==> src/design/cttr_pkg.sv <==
// Package for the codon translator: the queue entry type, error and register codes,
// and the standard genetic code tables. Used by every module of the block.
// No dependencies.
package cttr_pkg;

    localparam logic [1:0] ERR_NONE     = 2'd0;
    localparam logic [1:0] ERR_BAD_CHAR = 2'd1;
    localparam logic [1:0] ERR_SHORT    = 2'd2;

    localparam logic CFG_THREE_LETTER = 1'b0;
    localparam logic CFG_TEMPLATE     = 1'b1;

    localparam logic [1:0] BASE_U = 2'd0;
    localparam logic [1:0] BASE_C = 2'd1;
    localparam logic [1:0] BASE_A = 2'd2;
    localparam logic [1:0] BASE_G = 2'd3;

    localparam logic [7:0] CHAR_STOP  = "!";
    localparam logic [7:0] CHAR_SPACE = " ";

    localparam logic [1:0] LAST_BEAT = 2'd3;

    typedef struct packed {
        logic [1:0] error_code;
        logic [5:0] codon_index;
        logic       three_letter;
        logic       done;
    } t_job;

    localparam logic [7:0] ONE_LETTER [64] = '{
        "F","S","Y","C","F","S","Y","C","L","S","!","!","L","S","!","W",
        "L","P","H","R","L","P","H","R","L","P","Q","R","L","P","Q","R",
        "I","T","N","S","I","T","N","S","I","T","K","R","M","T","K","R",
        "V","A","D","G","V","A","D","G","V","A","E","G","V","A","E","G"
    };

    localparam logic [23:0] THREE_LETTER [64] = '{
        "Phe","Ser","Tyr","Cys","Phe","Ser","Tyr","Cys",
        "Leu","Ser","STP","STP","Leu","Ser","STP","Trp",
        "Leu","Pro","His","Arg","Leu","Pro","His","Arg",
        "Leu","Pro","Gln","Arg","Leu","Pro","Gln","Arg",
        "Ile","Thr","Asn","Ser","Ile","Thr","Asn","Ser",
        "Ile","Thr","Lys","Arg","Met","Thr","Lys","Arg",
        "Val","Ala","Asp","Gly","Val","Ala","Asp","Gly",
        "Val","Ala","Glu","Gly","Val","Ala","Glu","Gly"
    };

endpackage

==> src/design/cttr_in_if.sv <==
// Input channel of the codon translator: one ASCII nucleotide per transaction.
// No dependencies.
interface cttr_in_if;
    logic       valid;
    logic       ready;
    logic [7:0] nucleotide;
    logic       end_of_sequence;

    modport source (output valid, output nucleotide, output end_of_sequence, input ready);
    modport sink (input valid, input nucleotide, input end_of_sequence, output ready);
endinterface

==> src/design/cttr_out_if.sv <==
// Output channel of the codon translator: one output character per transaction.
// No dependencies.
interface cttr_out_if;
    logic       valid;
    logic       ready;
    logic [7:0] symbol;
    logic [5:0] codon_index;
    logic       is_stop;
    logic [1:0] error_code;
    logic       last_of_run;
    logic       sequence_done;

    modport source (
        output valid, output symbol, output codon_index, output is_stop,
        output error_code, output last_of_run, output sequence_done, input ready
    );
    modport sink (
        input valid, input symbol, input codon_index, input is_stop,
        input error_code, input last_of_run, input sequence_done, output ready
    );
endinterface

==> src/design/cttr_front.sv <==
// Front end of the codon translator: maps characters to bases, assembles codons
// and pushes codon and error jobs into the queue. Depends on cttr_pkg and cttr_in_if.
module cttr_front (
    input  logic            i_clk,
    input  logic            i_rst_n,
    input  logic            i_three_letter,
    input  logic            i_template,
    cttr_in_if.sink         i_in,
    output logic            o_push_valid,
    output cttr_pkg::t_job  o_push_job,
    input  logic            i_push_ready
);

    logic [3:0] r_pending;
    logic [1:0] r_position;
    logic       r_discard;
    logic [3:0] n_pending;
    logic [1:0] n_position;
    logic       n_discard;

    logic [7:0] upper;
    logic [1:0] base;
    logic       base_ok;
    logic       accept;
    logic       eos;

    assign i_in.ready = i_push_ready;
    assign accept     = i_in.valid && i_push_ready;
    assign eos        = i_in.end_of_sequence;

    always_comb begin
        upper = i_in.nucleotide;
        if (i_in.nucleotide >= "a" && i_in.nucleotide <= "z") begin
            upper = i_in.nucleotide - 8'd32;
        end
        base    = cttr_pkg::BASE_U;
        base_ok = 1'b1;
        if (i_template) begin
            case (upper)
                "A":     base = cttr_pkg::BASE_U;
                "T":     base = cttr_pkg::BASE_A;
                "G":     base = cttr_pkg::BASE_C;
                "C":     base = cttr_pkg::BASE_G;
                default: base_ok = 1'b0;
            endcase
        end else begin
            case (upper)
                "U":     base = cttr_pkg::BASE_U;
                "T":     base = cttr_pkg::BASE_U;
                "C":     base = cttr_pkg::BASE_C;
                "A":     base = cttr_pkg::BASE_A;
                "G":     base = cttr_pkg::BASE_G;
                default: base_ok = 1'b0;
            endcase
        end
    end

    always_comb begin
        n_pending    = r_pending;
        n_position   = r_position;
        n_discard    = r_discard;
        o_push_valid = 1'b0;
        o_push_job   = '{
            error_code:   cttr_pkg::ERR_NONE,
            codon_index:  6'd0,
            three_letter: 1'b0,
            done:         1'b1
        };
        if (r_discard) begin
            if (eos) begin
                n_discard  = 1'b0;
                n_position = 2'd0;
                n_pending  = 4'd0;
            end
        end else if (!base_ok) begin
            o_push_valid          = i_in.valid;
            o_push_job.error_code = cttr_pkg::ERR_BAD_CHAR;
            n_position            = 2'd0;
            n_pending             = 4'd0;
            n_discard             = !eos;
        end else if (r_position < 2'd2) begin
            n_pending  = {r_pending[1:0], base};
            n_position = r_position + 2'd1;
            if (eos) begin
                o_push_valid          = i_in.valid;
                o_push_job.error_code = cttr_pkg::ERR_SHORT;
                n_position            = 2'd0;
                n_pending             = 4'd0;
            end
        end else begin
            o_push_valid            = i_in.valid;
            o_push_job.codon_index  = {r_pending[3:2], base, r_pending[1:0]};
            o_push_job.three_letter = i_three_letter;
            o_push_job.done         = eos;
            n_position              = 2'd0;
            n_pending               = 4'd0;
        end
    end

    always_ff @(posedge i_clk) begin
        if (!i_rst_n) begin
            r_pending  <= 4'd0;
            r_position <= 2'd0;
            r_discard  <= 1'b0;
        end else if (accept) begin
            r_pending  <= n_pending;
            r_position <= n_position;
            r_discard  <= n_discard;
        end
    end

endmodule

==> src/design/cttr_queue.sv <==
// Small job queue between the front end and the output sequencer of the codon
// translator. Depends on cttr_pkg.
module cttr_queue #(
    parameter int DEPTH = 4
) (
    input  logic            i_clk,
    input  logic            i_rst_n,
    input  logic            i_push_valid,
    input  cttr_pkg::t_job  i_push_job,
    output logic            o_push_ready,
    output logic            o_pop_valid,
    output cttr_pkg::t_job  o_pop_job,
    input  logic            i_pop_ready
);

    localparam int PTR_W = (DEPTH > 1) ? $clog2(DEPTH) : 1;
    localparam int CNT_W = $clog2(DEPTH + 1);
    localparam logic [PTR_W-1:0] LAST_PTR = PTR_W'(DEPTH - 1);
    localparam logic [CNT_W-1:0] FULL_CNT = CNT_W'(DEPTH);

    cttr_pkg::t_job   r_mem [DEPTH];
    logic [PTR_W-1:0] r_head;
    logic [PTR_W-1:0] r_tail;
    logic [CNT_W-1:0] r_count;
    logic             push;
    logic             pop;

    assign o_push_ready = (r_count != FULL_CNT);
    assign o_pop_valid  = (r_count != '0);
    assign o_pop_job    = r_mem[r_head];
    assign push         = i_push_valid && o_push_ready;
    assign pop          = o_pop_valid && i_pop_ready;

    always_ff @(posedge i_clk) begin
        if (push) begin
            r_mem[r_tail] <= i_push_job;
        end
    end

    always_ff @(posedge i_clk) begin
        if (!i_rst_n) begin
            r_head  <= '0;
            r_tail  <= '0;
            r_count <= '0;
        end else begin
            if (push) begin
                r_tail <= (r_tail == LAST_PTR) ? '0 : r_tail + PTR_W'(1);
            end
            if (pop) begin
                r_head <= (r_head == LAST_PTR) ? '0 : r_head + PTR_W'(1);
            end
            if (push && !pop) begin
                r_count <= r_count + CNT_W'(1);
            end else if (pop && !push) begin
                r_count <= r_count - CNT_W'(1);
            end
        end
    end

endmodule

==> src/design/cttr_back.sv <==
// Output sequencer of the codon translator: expands each job into one or four
// characters and holds them in an output register. Depends on cttr_pkg and cttr_out_if.
module cttr_back (
    input  logic            i_clk,
    input  logic            i_rst_n,
    input  logic            i_job_valid,
    input  cttr_pkg::t_job  i_job,
    output logic            o_job_pop,
    cttr_out_if.source      o_out
);

    logic [1:0]  r_beat;
    logic        r_valid;
    logic [7:0]  r_symbol;
    logic [5:0]  r_codon_index;
    logic        r_is_stop;
    logic [1:0]  r_error_code;
    logic        r_last;
    logic        r_done;

    logic [7:0]  n_symbol;
    logic        n_last;
    logic        is_error;
    logic        load;
    logic [23:0] name;

    assign is_error  = (i_job.error_code != cttr_pkg::ERR_NONE);
    assign name      = cttr_pkg::THREE_LETTER[i_job.codon_index];
    assign load      = !r_valid || o_out.ready;
    assign n_last    = !i_job.three_letter || (r_beat == cttr_pkg::LAST_BEAT);
    assign o_job_pop = load && i_job_valid && n_last;

    always_comb begin
        if (is_error) begin
            n_symbol = 8'd0;
        end else if (!i_job.three_letter) begin
            n_symbol = cttr_pkg::ONE_LETTER[i_job.codon_index];
        end else begin
            case (r_beat)
                2'd0:    n_symbol = name[23:16];
                2'd1:    n_symbol = name[15:8];
                2'd2:    n_symbol = name[7:0];
                default: n_symbol = cttr_pkg::CHAR_SPACE;
            endcase
        end
    end

    always_ff @(posedge i_clk) begin
        if (!i_rst_n) begin
            r_valid <= 1'b0;
            r_beat  <= 2'd0;
        end else if (load) begin
            r_valid <= i_job_valid;
            if (i_job_valid) begin
                r_beat        <= n_last ? 2'd0 : r_beat + 2'd1;
                r_symbol      <= n_symbol;
                r_codon_index <= is_error ? 6'd0 : i_job.codon_index;
                r_is_stop     <= !is_error &&
                    (cttr_pkg::ONE_LETTER[i_job.codon_index] == cttr_pkg::CHAR_STOP);
                r_error_code  <= i_job.error_code;
                r_last        <= n_last;
                r_done        <= n_last && i_job.done;
            end
        end
    end

    assign o_out.valid         = r_valid;
    assign o_out.symbol        = r_symbol;
    assign o_out.codon_index   = r_codon_index;
    assign o_out.is_stop       = r_is_stop;
    assign o_out.error_code    = r_error_code;
    assign o_out.last_of_run   = r_last;
    assign o_out.sequence_done = r_done;

endmodule

==> src/design/codon_to_amino_acid_translator_top.sv <==
// Top level of the codon translator: configuration registers, front end, job queue
// and output sequencer. Depends on cttr_pkg, cttr_in_if, cttr_out_if and the submodules.
//
//   Channel   Direction  Contents
//   i_nuc     in         nucleotide (8), end_of_sequence (1)
//   o_res     out        symbol, codon_index, is_stop, error_code, last_of_run, sequence_done
//   i_cfg_*   in         write enable, register index, write data
//
// A nucleotide is accepted whenever the job queue has room.
// A codon in one-letter mode or an error yields one output character; a codon in
// three-letter mode yields four, the three-letter name and a space, and the
// output register holds a single character at a time.
// Synchronous reset clears the control state and template flag; three-letter mode is set.
// The queue lets the input keep flowing while the output is stalled, until it fills.
module codon_to_amino_acid_translator_top #(
    parameter int QUEUE_DEPTH = 4
) (
    input  logic        i_clk,
    input  logic        i_rst_n,
    input  logic        i_cfg_we,
    input  logic        i_cfg_index,
    input  logic        i_cfg_data,
    cttr_in_if.sink     i_nuc,
    cttr_out_if.source  o_res
);

    logic           r_three_letter;
    logic           r_template;
    logic           push_valid;
    logic           push_ready;
    cttr_pkg::t_job push_job;
    logic           pop_valid;
    logic           pop_ready;
    cttr_pkg::t_job pop_job;

    always_ff @(posedge i_clk) begin
        if (!i_rst_n) begin
            r_three_letter <= 1'b1;
            r_template     <= 1'b0;
        end else if (i_cfg_we) begin
            case (i_cfg_index)
                cttr_pkg::CFG_THREE_LETTER: r_three_letter <= i_cfg_data;
                cttr_pkg::CFG_TEMPLATE:     r_template     <= i_cfg_data;
                default:                    r_template     <= r_template;
            endcase
        end
    end

    cttr_front u_front (
        .i_clk          (i_clk),
        .i_rst_n        (i_rst_n),
        .i_three_letter (r_three_letter),
        .i_template     (r_template),
        .i_in           (i_nuc),
        .o_push_valid   (push_valid),
        .o_push_job     (push_job),
        .i_push_ready   (push_ready)
    );

    cttr_queue #(
        .DEPTH (QUEUE_DEPTH)
    ) u_queue (
        .i_clk        (i_clk),
        .i_rst_n      (i_rst_n),
        .i_push_valid (push_valid),
        .i_push_job   (push_job),
        .o_push_ready (push_ready),
        .o_pop_valid  (pop_valid),
        .o_pop_job    (pop_job),
        .i_pop_ready  (pop_ready)
    );

    cttr_back u_back (
        .i_clk       (i_clk),
        .i_rst_n     (i_rst_n),
        .i_job_valid (pop_valid),
        .i_job       (pop_job),
        .o_job_pop   (pop_ready),
        .o_out       (o_res)
    );

endmodule
==> src/flat_wrapper.sv <==
// flat-port wrapper written by rule: the top's interface ports become plain ports
module codon_to_amino_acid_translator_top_flat 
#(
    parameter int QUEUE_DEPTH = 4
)
  (i_clk, i_rst_n, i_cfg_we, i_cfg_index, i_cfg_data, i_nuc_valid, i_nuc_nucleotide, i_nuc_end_of_sequence, i_nuc_ready, o_res_valid, o_res_symbol, o_res_codon_index, o_res_is_stop, o_res_error_code, o_res_last_of_run, o_res_sequence_done, o_res_ready);
  cttr_in_if i_nuc_i ();
  cttr_out_if o_res_i ();
  input  logic i_clk;
  input  logic i_rst_n;
  input  logic i_cfg_we;
  input  logic i_cfg_index;
  input  logic i_cfg_data;
  input wire logic [$bits(i_nuc_i.valid)-1:0] i_nuc_valid;
  input wire logic [$bits(i_nuc_i.nucleotide)-1:0] i_nuc_nucleotide;
  input wire logic [$bits(i_nuc_i.end_of_sequence)-1:0] i_nuc_end_of_sequence;
  output wire logic [$bits(i_nuc_i.ready)-1:0] i_nuc_ready;
  output wire logic [$bits(o_res_i.valid)-1:0] o_res_valid;
  output wire logic [$bits(o_res_i.symbol)-1:0] o_res_symbol;
  output wire logic [$bits(o_res_i.codon_index)-1:0] o_res_codon_index;
  output wire logic [$bits(o_res_i.is_stop)-1:0] o_res_is_stop;
  output wire logic [$bits(o_res_i.error_code)-1:0] o_res_error_code;
  output wire logic [$bits(o_res_i.last_of_run)-1:0] o_res_last_of_run;
  output wire logic [$bits(o_res_i.sequence_done)-1:0] o_res_sequence_done;
  input wire logic [$bits(o_res_i.ready)-1:0] o_res_ready;
  assign i_nuc_i.valid = i_nuc_valid;
  assign i_nuc_i.nucleotide = i_nuc_nucleotide;
  assign i_nuc_i.end_of_sequence = i_nuc_end_of_sequence;
  assign i_nuc_ready = i_nuc_i.ready;
  assign o_res_valid = o_res_i.valid;
  assign o_res_symbol = o_res_i.symbol;
  assign o_res_codon_index = o_res_i.codon_index;
  assign o_res_is_stop = o_res_i.is_stop;
  assign o_res_error_code = o_res_i.error_code;
  assign o_res_last_of_run = o_res_i.last_of_run;
  assign o_res_sequence_done = o_res_i.sequence_done;
  assign o_res_i.ready = o_res_ready;
  codon_to_amino_acid_translator_top #(.QUEUE_DEPTH(QUEUE_DEPTH)) u_core (.i_clk(i_clk), .i_rst_n(i_rst_n), .i_cfg_we(i_cfg_we), .i_cfg_index(i_cfg_index), .i_cfg_data(i_cfg_data), .i_nuc(i_nuc_i), .o_res(o_res_i));
endmodule
==> config.mk <==
export PLATFORM = sky130hd
export DESIGN_NAME = codon_to_amino_acid_translator_top_flat
export DESIGN_NICKNAME = d
export VERILOG_FILES = /design/src/design/cttr_pkg.sv /design/src/design/cttr_in_if.sv /design/src/design/cttr_out_if.sv /design/src/design/cttr_front.sv /design/src/design/cttr_queue.sv /design/src/design/cttr_back.sv /design/src/design/codon_to_amino_acid_translator_top.sv /design/src/flat_wrapper.sv
export SDC_FILE = /design/constraint.sdc
export NUM_CORES = 1
export LEC_CHECK = 0
export ABC_AREA = 0
export BUFFER_PORTS_ARGS = -buffer_cell sky130_fd_sc_hd__buf_2
export CAP_MARGIN = 10
export CELL_PAD_IN_SITES_DETAIL_PLACEMENT = 1
export CELL_PAD_IN_SITES_GLOBAL_PLACEMENT = 1
export CORE_ASPECT_RATIO = 0.8
export CORE_MARGIN = 2
export CORE_UTILIZATION = 40
export DETAILED_ROUTE_END_ITERATION = 10
export GPL_ROUTABILITY_DRIVEN = 1
export PLACE_DENSITY_LB_ADDON = 0.2
export RECOVER_POWER = 25
export SKIP_LAST_GASP = 1
export SLEW_MARGIN = 20
export SYNTH_ARGS = -nofsm -noshare
export SYNTH_HDL_FRONTEND = slang
export SYNTH_HIERARCHICAL = 1
export SYNTH_SLANG_ARGS = --single-unit
export TNS_END_PERCENT = 100
==> constraint.sdc <==
create_clock -name i_clk -period 7.4 [get_ports i_clk]
set_clock_uncertainty 0.1 [all_clocks]
set_input_delay 1.11 -clock i_clk [delete_from_list [all_inputs] [get_ports i_clk]]
set_output_delay 1.11 -clock i_clk [all_outputs]
set_load 0.01 [all_outputs]
==> results.txt, run 1 <==
The flow ran to the end, and the final reports show no timing, DRC or antenna violations. The power share of the clock group came out at approximately a quarter. The final instance area came out at 0.00513 mm2.

The synthesized design contains 58 enable-type register cells. In this run the cell area measured after placement is approximately 0.0048 mm2. At the worst endpoint, the required time is 7390 ps. The share of power burned in combinational logic is a little under half. The count of boundary I/O pins came out at 37.

The average size of a mapped cell is ~11 um2. The total of endpoints with negative setup slack in the final report is 0. The final layout contains about 480 nets. In this run the worst hold path is classified as reg2reg. The HPWL after detailed placement is 8210 um. The post-layout minimum cycle time is 3760 ps. The number of setup buffers added after CTS is 0. The final critical-path share of the clock period came out at 50.8%. The via count of the routed design came out at 3497. STA classifies the critical path endpoint as a flip-flop. The DRC violation count after routing is 0. Buffers inserted to repair hold after CTS numbered 0. Net switching is 41.9% of the power. The number of antenna violations at the first check in global routing is 0.

The power per cell area is 393 mW/mm2. The vias per cell is between 5 and 6. Clock-pin slew was measured on the worst setup and hold paths at 70 ps.

The via count of the first global-routing pass is 3610. The largest driver fanout on the critical path came out at 18. The clock latency reported for the late side of the worst-skew pair came out at 330 ps. In this run the clock root is driven by a sky130_fd_sc_hd__clkbuf_16. The buffer levels on the longest clock path is 2. The share of total power dissipated in sequential elements is 30.3%. For this run, the detailed router's first-pass iteration total came to 4.

The width of the chip came out at between 100 and 150 um. The total routing usage reported by global routing came out at 19.4%. After detailed routing, the average wire length per cell comes to between 15 and 20 um. STA classifies the critical path startpoint as a flip-flop. The net count after synthesis is 465. The worst endpoint data arrival time is 3750 ps. After global routing the overflow that remains totals 0. The area growth from synthesis to layout is 10.2%. Entering global routing, the biggest net connects 50 pins. The biggest area contributor in the post-synthesis netlist is sky130_fd_sc_hd__edfxtp_1. The site row count is 35.

The y dimension of the die came out at 100 um. By area the synthesized netlist is led by sky130_fd_sc_hd__edfxtp_1 (37%), sky130_fd_sc_hd__dfxtp_1 (9.0%), sky130_fd_sc_hd__mux4_2 (5.3%). In the layout the commonest cells are sky130_fd_sc_hd__edfxtp_1 (58), sky130_fd_sc_hd__nand2_1 (31), sky130_fd_sc_hd__o21ai_0 (27). The TritonCTS sink count came out at 79.

The setup TNS came out at 0 ps. The number of synthesis warnings is 6. The achievable clock frequency is 266 MHz. Once the clock tree was built, the resizer swapped 0 gates to a different size. Routability-driven placement finished with a final weighted congestion of ~0.9. Synthesis produced 429 cells. The post-synth design cell area is 0.00465 mm2. The number of DRC violations after detailed-routing iteration 0 came out at 386.

The number of levels in the clock H-tree came out at 3. For this run, the leading register cell type out of synthesis is sky130_fd_sc_hd__edfxtp_1. The final number of hold-violating endpoints is 0.

The first global-routing pass estimated 19300 um of wire. At the pin with the least slew margin, the transition time is between 1000 and 1500 ps. The internal power component came out at 0.00117 W. Setup repair after global routing left no endpoint under its margin. Summed over all layers, the routed wires come to 11800 um. In this run the tightest slew margin relative to its limit is around 32%. Clock tree synthesis inserted a total of 9 buffers. The most common library cell in the layout ignoring fill and taps is sky130_fd_sc_hd__edfxtp_1. Of the cells placed in the final design, the portion with a size suffix greater than 1 is roughly 14%. The die covers 0.0125 mm2. The critical path is of the reg2reg type.

Synthesis inferred 79 register bits. TritonCTS built the clock tree. The leakage power total came out at around 1.9 nW. The count of different cell masters after synthesis came out at 78. Of the post-synthesis cell area, the dominant cell type holds roughly 37%. Across the VDD grid, the largest voltage drop is 0.156 mV.

The number of max-cap violations came out at 0. The starting density of the core is around 41%. Sequential cells were found to cover a little under half of the synthesized design area. The detail route stage leaves a number of antenna-violating nets equal to 0. The count of input and output buffers came out at 35. The share of synthesized registers carrying an async set or reset is 0%. The floorplan core area came out at 0.0114 mm2. The total count of max-transition violations in the final report is 0. The diode insertion count for antenna repair is 0.

The net switching power of the design is between 0.0008 and 0.0009 W.
-- final cells by class --
class,instances,area (um2)
clock buffer,10,250
clock inverter,6,73.8
fill,1266,6300
inverter,23,86.3
multi-input combinational,298,2220
sequential,79,2160
tap,148,185
timing repair buffer,36,154
-- critical path, cell delays in order, from the launching register on --
cell and delay (ps):
sky130_fd_sc_hd__dfxtp_1 750, sky130_fd_sc_hd__mux4_2 810, sky130_fd_sc_hd__inv_1 260, sky130_fd_sc_hd__ha_1 510, sky130_fd_sc_hd__and2b_1 250, sky130_fd_sc_hd__a31oi_1 60, sky130_fd_sc_hd__mux4_2 510, sky130_fd_sc_hd__a32o_1 260
-- metrics by stage --
stage / total power, W / std cells / util [%] / hold slack (ps) / setup WS, ps
after floorplan: 0.00131 / 429 / - / 339 / 3720
after global placement: 0.00151 / 584 / 42.3 / 357 / 3470
after detailed placement: 0.00153 / 584 / 42.3 / 369 / 3330
after CTS: 0.00202 / 600 / 45.1 / 385 / 3650
after global routing: 0.00214 / 600 / 44.9 / 413 / 3420
final: 0.00201 / 600 / 44.9 / 385 / 3640
-- power groups by stage --
stage                     Clock, W  Combinational, W  Sequential (W)
after floorplan                  0          0.000698        0.000616
after global placement           0          0.000896        0.000616
after detailed placement         0          0.000913        0.000620
after CTS                 0.000488          0.000921        0.000611
after global routing      0.000503           0.00101        0.000623
final                     0.000478          0.000926        0.000610
-- metal layers --
layer,vias up,global-route usage (%),wire length [um]
met2,109,31.9,5570
met5,-,0,0
met4,0,5.01,185
met3,16,3.08,552
met1,1743,27.2,5490
li1,1629,-,-
-- state kept, by name (all words and copies together), names as in the netlist, named ones only --
signal / flops
u_core/u_back/o_out.sequence_done: 1
u_core/u_front/r_pending: 4
u_core/u_back/o_out.last_of_run: 1
u_core/r_three_letter: 1
u_core/u_back/r_beat: 2
u_core/u_back/o_out.error_code: 2
u_core/u_queue/r_head: 2
u_core/u_back/o_out.codon_index: 6
u_core/u_front/r_position: 2
u_core/u_queue/r_mem: 40
u_core/u_front/r_discard: 1
u_core/r_template: 1
u_core/u_back/o_out.symbol: 7
u_core/u_queue/r_count: 3
u_core/u_back/o_out.is_stop: 1
u_core/u_queue/r_tail: 2
u_core/u_back/o_out.valid: 1
-- final timing paths --
kind	start	end	slack (ps)	depth (start not counted)
setup / recovery	flip-flop	u_core/u_back/o_out.symbol[1]	3640	7
hold / removal	u_core/u_front/r_pending[3]	u_core/u_front/r_pending[3]	380	1
setup reg to reg	flip-flop	u_core/u_back/o_out.symbol[1]	3640	7
hold reg to reg	u_core/u_front/r_pending[3]	u_core/u_front/r_pending[3]	380	1
-- cells by family after synthesis --
| kind of cell | share of synthesized area (%) |
|---|---|
| AOI/OAI and AO/OA | 17.2 |
| other | 0.0806 |
| DFF | 46.5 |
| buffers and inverters | 5.91 |
| adders and majority gates | 5.54 |
| xor gates and xnor gates | 0.753 |
| muxes | 7.31 |
| and+or+nand+nor | 16.8 |
-- Yosys cell counts, drive strengths merged (6+ instances only) --
cell type and count:
edfxtp 58, o21ai 32, nand2 31, nor2 27, inv 23, buf 22, dfxtp 21, ha 19
a21oi 15, nand2b 15, and2 12, mux4 11, nand3 10, nor2b 10, nor3 9, a211oi 8
clkbuf 7, mux2i 7, o211ai 7, a31oi 6, and3 6, o31ai 6
(Power assumes the default switching activity.)
==> inputs of run 2 (changes only) <==
Settings changed: ABC_AREA 0 to 1.
Clock period 7.4 ns to 3.6 ns, I/O delays scaled along.
==> run 2 against run 1 <==
Compared with the run above: non-clock buffer count increased by 23; critical path depth increased by 17; cell count rose by 32%; final area is 5.4% higher; die area up 1.4%; setup slack got worse by 3100 ps; sequential share of layout area fell by 2.2 points; routed wire length is 18% higher; core utilization up 2.1 points; critical endpoint is now u_core/u_queue/r_count[2]; highest routed layer unchanged.
==> results.txt, run 2 <==
Outcome: complete, no violations (unchanged). The clock latency reported for the late side of the worst-skew pair is 340 ps (was 330 ps). The floorplan die area was 0.0127 mm2 (was 0.0125 mm2). The net count after synthesis came out at 631 (was 465). The wire length reported by the detailed router came out at 14000 um (was 11800 um). The final instance count without filler cells came to 791 (was 600). The number of synthesis warnings is 6 (unchanged).

The buffer levels on the longest clock path is 2 (unchanged). The site row count is 35 (unchanged). The relative slew slack came out at 45.9% (was 32.4%). Commonest cells after routing, fill and taps aside: sky130_fd_sc_hd__nand2_1 (137), sky130_fd_sc_hd__nor2_1 (85), sky130_fd_sc_hd__inv_1 (64), sky130_fd_sc_hd__nand3_1 (64), sky130_fd_sc_hd__edfxtp_1 (58) (was sky130_fd_sc_hd__edfxtp_1 (58), sky130_fd_sc_hd__nand2_1 (31), sky130_fd_sc_hd__o21ai_0 (27)).

The width of the chip is 125 um (about the same). The via count of the routed design is 4204 (was 3497). The first-pass GRT wire length is 23100 um (was 19300 um). The cell count after synthesis is 595 (was 429). The total count of max-transition violations in the final report was 0 (unchanged). The fraction of the mapped netlist area in compound gates is 9.81% (was 17.2%). The y dimension of the die is 101 um (was 100 um). The worst setup path category is in2reg (was reg2reg).

The number of max-cap violations is 0 (unchanged). The area growth from synthesis to layout is 14.5% (was 10.2%). The share of synthesized registers carrying an async set or reset came to 0% (unchanged). Unrepaired setup endpoints after global routing: no (unchanged). The pin count of the biggest net entering global routing is 29 (was 50). The diode insertion count for antenna repair came out at 0 (unchanged). The total routing usage reported by global routing is 23.3% (was 19.4%). The number of DRC violations after detailed-routing iteration 0 came out at 265 (was 386). The commonest register cell after synthesis is sky130_fd_sc_hd__edfxtp_1 (unchanged). The number of detailed-routing iterations run before antenna repair came out at 4 (unchanged). The hold buffer count at cts came out at 0 (unchanged).

The adder-cell share of the synthesized area was 5.46% (was 5.54%). The starting density of the core is 41.0% (was 40.7%). The number of synthesized flops with an enable pin was 58 (unchanged). The worst min-delay path class was in2reg (was reg2reg). The count of different cell masters after synthesis came out at 38 (was 78). The number of levels in the clock H-tree is 3 (unchanged).

The share of Yosys cell area claimed by the top area cell type is 36.9% (was 37.4%). The mean routed wirelength per cell came out at 17.7 um (was 19.7 um). The delay of the slowest critical-path stage came out at 390 ps (was 810 ps). The flip-flop count of the largest register, all copies and words added came to 40 (unchanged). The transition at the pin with the smallest max-transition slack is 809 ps (was 1010 ps).

The multiplexer fraction of the synthesized cell area came to 0% (was 7.31%). Cells along the critical path: buf_2 -> inv_1 -> ha_1 -> inv_1 -> nand2_1 -> nand4_1 -> nand3_1 -> nor2_1 -> nand3_1 -> nand2_2 -> nand2_1 -> nand2_1 -> nor2_1 -> nand2_4 -> inv_1 -> ha_1 -> inv_1 -> fa_1 -> inv_1 -> nand2_1 -> nand3_1 -> nand2_1 -> inv_1 -> nor2_1 (was mux4_2 -> inv_1 -> ha_1 -> and2b_1 -> a31oi_1 -> mux4_2 -> a32o_1). The library cell occupying the most area in the post-synthesis netlist is sky130_fd_sc_hd__edfxtp_1 (unchanged). The multi-input logic area came out at 0.00213 mm2 (was 0.00222 mm2). The register with the most flip-flops was u_core/u_queue/r_mem (unchanged). The floorplan core area is 0.0115 mm2 (was 0.0114 mm2). The number of buffers inserted during clock tree synthesis is 9 (unchanged). List of most frequent post-synthesis cells: sky130_fd_sc_hd__nand2_1 (136), sky130_fd_sc_hd__nor2_1 (83), sky130_fd_sc_hd__inv_1 (64), sky130_fd_sc_hd__nand3_1 (63), sky130_fd_sc_hd__edfxtp_1 (58) (was sky130_fd_sc_hd__edfxtp_1 (58), sky130_fd_sc_hd__nand2_1 (31), sky130_fd_sc_hd__o21ai_0 (27), sky130_fd_sc_hd__nor2_1 (26), sky130_fd_sc_hd__inv_1 (22)). The combinational family with the most area after synthesis was simple AND/OR/NAND/NOR gates (was compound AO/OA/AOI/OAI gates). The slowest stage cell on the critical path is sky130_fd_sc_hd__fa_1 (was sky130_fd_sc_hd__mux4_2). The achievable clock frequency is 324 MHz. The final number of hold-violating endpoints is 0 (unchanged).

The post-layout minimum cycle time came out at 3090 ps. The root buffer cell is sky130_fd_sc_hd__clkbuf_16 (unchanged). The post-CTS resize count came out at 0 (unchanged). The post-synthesis sequential element count is 79 (unchanged). The dominant cell by count in the synthesized netlist was sky130_fd_sc_hd__nand2_1 (was sky130_fd_sc_hd__edfxtp_1). The count of boundary I/O pins came out at 37 (unchanged).

The vias per cell is 5.31 (was 5.83). The category of the worst setup path capture point was a flip-flop (unchanged). The total of endpoints with negative setup slack in the final report is 0 (unchanged).

The simple-gate area share of the yosys netlist came out at 30.0% (was 16.8%). Ranking of synthesized cells by area: sky130_fd_sc_hd__edfxtp_1 (37%), sky130_fd_sc_hd__nand2_1 (11%), sky130_fd_sc_hd__dfxtp_1 (8.9%) (was sky130_fd_sc_hd__edfxtp_1 (37%), sky130_fd_sc_hd__dfxtp_1 (9.0%), sky130_fd_sc_hd__mux4_2 (5.3%)). The most common library cell in the layout ignoring fill and taps is sky130_fd_sc_hd__nand2_1 (was sky130_fd_sc_hd__edfxtp_1).

The HPWL after detailed placement came out at 10500 um (was 8210 um). The xor/xnor cell area share of the yosys netlist came out at 0% (was 0.753%). The number of nets in the layout came out at 674 (was 483). The final critical-path share of the clock period came out at a little under nine tenths. The count of placed standard cells including taps is 775 (was 584). The largest driver fanout on the critical path came out at 11 (was 18). The category of the worst setup path launch point is a primary input (was flip-flop).

The average size of a mapped cell came out at 7.93 um2 (was 10.8 um2). The total congestion overflow after global routing came out at 0 (unchanged). The via count of the first global-routing pass came out at 4307 (was 3610). The number of setup buffers added after CTS came out at 0 (unchanged). The clock transition at the registers of the reported paths is 60 ps (was 70 ps).

The minimum setup slack after placement is 210 ps (was 3330 ps). The combined flip-flop and latch cell area came out at 0.00216 mm2 (unchanged). The post-synth design cell area came out at 0.00472 mm2 (was 0.00465 mm2). The final worst slack came out at 511 ps (was 3640 ps). The setup TNS came to 0 ps (unchanged). The critical path's most frequent cell was sky130_fd_sc_hd__inv_1 (was sky130_fd_sc_hd__mux4_2).

The TritonCTS clock tree is built (unchanged). The worst endpoint required time came out at 3730 ps (was 7390 ps). The DRC violation count after routing is 0 (unchanged).

The number of nets with antenna violations after detailed routing came out at 0 (unchanged). The global placer's final weighted congestion is 0.971 (was 0.892). The worst endpoint data arrival time is 3220 ps (was 3750 ps).

The number of antenna violations at the first check in global routing came out at 0 (unchanged). The share of synthesized area occupied by flip-flops and latches came out at 45.8% (was 46.5%). The TritonCTS sink count was 79 (unchanged). The share of final-layout standard cells stronger than drive strength 1 came to 12.0% (was 14.2%). The fill cell instance count of the final layout came to 1406 (was 1266). The count of input and output buffers came out at 35 (unchanged).
[run 2: path summary, 6_finish.rpt]
check                                              endpoint                        start  slack [ps]  cells past startpoint
worst max-delay path              u_core/u_queue/r_count[2]          i_nuc_nucleotide[6]         510                     24
worst min register to register  u_core/u_front/r_pending[2]  u_core/u_front/r_pending[2]         370                      2
worst min-delay path                      u_core/r_template                   i_cfg_data         350                      3
worst max register to register    u_core/u_queue/r_count[2]                    flip-flop         540                     17
[run 2: worst max-delay path, delay by kind of cell]
kind,cells,cell delay [ps]
buffers and inverters,7,450
and+or+nand+nor,14,1410
adders and majority gates,3,820
[run 2: logic make-up (layout without fill, tap and decap cells)]
logic type | count (synthesis) | after routing
buffers and inverters | 94 | 142
and+or+nand+nor | 320 | 320
AOI/OAI and AO/OA | 81 | 81
adders and majority gates | 20 | 20
other | 1 | 1
DFF | 79 | 79
[run 2: stage by stage]
step / hold WS [ps] / area [um2] / util (%)
2_1_floorplan: 328 / 4720 / -
6_report: 346 / 5410 / 46.9
4_1_cts: 335 / 5460 / 47.4
3_5_place_dp: 362 / 5100 / 44.3
5_1_grt: 369 / 5410 / 46.9
3_3_place_gp: 343 / 5100 / 44.3
[run 2: cell type report]
cell class,count,share of cell area (%)
inverters,67,4.65
flip-flops and latches,79,40.0
well taps,148,3.43
multi-input cells,422,39.4
clock inverters,5,1.60
repair buffers,59,6.04
clock buffers,11,4.88
[run 2: routing by layer]
metal  routed length [um]  vias up  global-route usage, %
li1                     -     2052                      -
met1                 6610     2043                   32.9
met2                 6290       97                   37.0
met3                  952       12                   5.39
met4                  105        0                   4.79
met5                    0        -                      0
Power of run 2 is left out: the tool's default activity adds up to more than one toggle a clock period on the data nets, which glitch-free logic cannot reach.
==> inputs of run 3 (changes only) <==
Clock period 3.6 ns to 3.1 ns, I/O delays scaled along.
==> run 3 against run 2 <==
Compared with the run above: global-route usage is 0.42 points higher; final area hardly changed; sequential cell count stayed put; sequential share of layout area hardly changed; non-clock buffer count is 6 higher; setup slack worse by 260 ps; critical path depth is 10 lower; die area stayed put; routed wire length is 3.0% higher; highest routed layer unchanged.
==> results.txt, run 3 (same netlist as run 2, synthesis figures left out) <==
The largest driver fanout on the critical path is 13 (was 11). The DRC violation count after routing came out at 0 (unchanged). The floorplan core area was 0.0115 mm2 (unchanged).

The site row count is 35 (unchanged). The capture point of the worst reg-to-reg path was u_core/u_back/o_out.symbol[0] (was u_core/u_queue/r_count[2]). The most common library cell in the layout ignoring fill and taps is sky130_fd_sc_hd__nand2_1 (unchanged). The achievable clock frequency came out at around 350 MHz. The TritonCTS clock tree was built (unchanged). The via count of the first global-routing pass is 4396 (was 4307).

The y dimension of the die came out at 101 um (unchanged). The HPWL after detailed placement is 10600 um (was 10500 um). The capture endpoint of the worst hold path is u_core/r_template (unchanged). The global placer's final weighted congestion came out at 0.968 (was 0.971). The first-pass GRT wire length came to 23400 um (was 23100 um). The diode insertion count for antenna repair is 0 (unchanged). The count of cells along the worst hold path came out at 3 (unchanged). The number of nets in the layout was 680 (was 674). The clock latency reported for the late side of the worst-skew pair came out at 340 ps (about the same).

The number of nets with antenna violations after detailed routing was 0 (unchanged). The share of final-layout standard cells stronger than drive strength 1 came out at 13.3% (was 12.0%). The flop-to-flop setup slack is 250 ps (was 540 ps). The wire length reported by the detailed router was 14400 um (was 14000 um). The vias per cell came to 5.44 (was 5.31). The category of the worst setup path capture point is a flip-flop (unchanged). The source of the worst hold timing path is i_cfg_data (unchanged). The count of boundary I/O pins is 37 (unchanged). The root buffer cell is sky130_fd_sc_hd__clkbuf_16 (unchanged).

The number of detailed-routing iterations run before antenna repair is 4 (unchanged). Unrepaired setup endpoints after global routing: no (unchanged). The worst setup path category was reg2reg (was in2reg). The number of max-cap violations is 0 (unchanged). The total count of max-transition violations in the final report came out at 0 (unchanged). The TritonCTS sink count came to 79 (unchanged). The starting density of the core is 41.0% (unchanged).

The number of cells on the worst reg-to-reg path came out at 14 (was 17). The transition at the pin with the smallest max-transition slack is 973 ps (was 809 ps). The mean routed wirelength per cell came out at 18.1 um (was 17.7 um). The minimum setup slack after placement came out at -34.2 ps (was 210 ps). The register with the most flip-flops is u_core/u_queue/r_mem (unchanged). The total of endpoints with negative setup slack in the final report is 0 (unchanged). The pin count of the biggest net entering global routing came out at 28 (was 29). The final number of hold-violating endpoints is 0 (unchanged). The number of antenna violations at the first check in global routing came out at 0 (unchanged). The number of levels in the clock H-tree is 3 (unchanged). The area growth from synthesis to layout is 14.6% (was 14.5%).

The floorplan die area came out at 0.0127 mm2 (unchanged). The final worst slack was 250 ps (was 511 ps). The via count of the routed design came out at 4334 (was 4204). The worst endpoint required time is 3090 ps (was 3730 ps).

The number of buffers inserted during clock tree synthesis came to 9 (unchanged). Commonest cells after routing, fill and taps aside: sky130_fd_sc_hd__nand2_1 (138), sky130_fd_sc_hd__nor2_1 (83), sky130_fd_sc_hd__nand3_1 (64) (was sky130_fd_sc_hd__nand2_1 (137), sky130_fd_sc_hd__nor2_1 (85), sky130_fd_sc_hd__inv_1 (64), sky130_fd_sc_hd__nand3_1 (64), sky130_fd_sc_hd__edfxtp_1 (58)). The highest metal layer with signal wires is met4 (unchanged). The hold buffer count at cts came out at 0 (unchanged). The total routing usage reported by global routing came out at 23.7% (was 23.3%). The flip-flop count of the largest register, all copies and words added is 40 (unchanged). The relative slew slack came out at 34.9% (was 45.9%). The worst min-delay path class is in2reg (unchanged). The count of input and output buffers came out at 35 (unchanged). Outcome: complete, no violations (unchanged). The worst endpoint data arrival time came out at 2840 ps (was 3220 ps). The smallest clock period supported by the final layout is computed as 2850 ps. The category of the worst setup path launch point is a flip-flop (was primary input). The width of the chip came out at 125 um (unchanged). The total congestion overflow after global routing is 0 (unchanged). The met3 layer wire length in the routed design is 941 um (was 952 um). The amount of wire on met2 after detailed routing came out at 6370 um (was 6290 um). The routed length on met1 came out at 6940 um (was 6610 um). The number of DRC violations after detailed-routing iteration 0 is 358 (was 265). The final critical-path share of the clock period came out at 91.9%. The buffer levels on the longest clock path came out at 2 (unchanged). The clock transition at the registers of the reported paths came out at 70 ps (was 60 ps).
[run 3: cell count changes in the layout (fill, tap and decap cells not counted), sizes merged]
cell      delta
inv          +1
buf          +6
bufinv       -2
clkinvlp     +2
clkbuf       -1
[run 3: how the worst max path moves through the flow]
stage | from | endpoint | cells past startpoint
finish | flip-flop | u_core/u_back/o_out.symbol[0] | 14
detailed placement | i_nuc_nucleotide[6] | u_core/u_queue/r_count[2] | 24
floorplan | i_nuc_nucleotide[5] | u_core/u_queue/r_count[2] | 23
global placement | i_nuc_nucleotide[6] | u_core/u_queue/r_count[2] | 24
global route | flip-flop | u_core/u_queue/r_count[2] | 16
CTS | flip-flop | u_core/u_queue/r_count[2] | 16
[run 3: cell type report]
type | instances | area, um2
clock buffers | 10 | 239
clock inverters | 6 | 42.5
multi-input cells | 422 | 2140
flip-flops and latches | 79 | 2160
repair buffers | 65 | 382
well taps | 148 | 185
inverters | 67 | 255
fillers | 1439 | 6110
[run 3: through the flow]
step / instance area, um2 / std cells / TNS [ps] / hold slack [ps] / util, %
2_1_floorplan: 4720 / 595 / 0 / 328 / -
3_3_place_gp: 5160 / 781 / 0 / 348 / 44.8
3_5_place_dp: 5160 / 781 / -34.2 / 366 / 44.8
4_1_cts: 5440 / 797 / 0 / 271 / 47.3
5_1_grt: 5410 / 797 / 0 / 272 / 47.0
6_report: 5410 / 797 / 0 / 275 / 47.0
[run 3: layer usage]
metal	global-route usage [%]	up-vias
met1	34.0	2116
li1	-	2077
met3	6.02	20
met4	4.96	0
met2	36.5	121
met5	0	-
[run 3: repair_timing]
action                                  CTS  global route
resized for setup                         0             3
endpoints found under the setup margin    0             2
buffers inserted                          0             0
[run 3: worst max-delay path, cell delays in order (launching register included)]
cell,delay (ps)
sky130_fd_sc_hd__dfxtp_1,370
sky130_fd_sc_hd__clkinvlp_4,250
sky130_fd_sc_hd__o21ai_0,320
sky130_fd_sc_hd__o22ai_2,130
sky130_fd_sc_hd__inv_1,120
sky130_fd_sc_hd__ha_1,370
sky130_fd_sc_hd__nand3_1,120
sky130_fd_sc_hd__nand2_1,90
sky130_fd_sc_hd__nand2_1,140
sky130_fd_sc_hd__nand3_1,110
sky130_fd_sc_hd__nand2_1,50
sky130_fd_sc_hd__nand2_1,60
sky130_fd_sc_hd__nand3_1,160
sky130_fd_sc_hd__nand2_1,140
sky130_fd_sc_hd__a21oi_2,60
Power of run 3 is left out for the same reason.
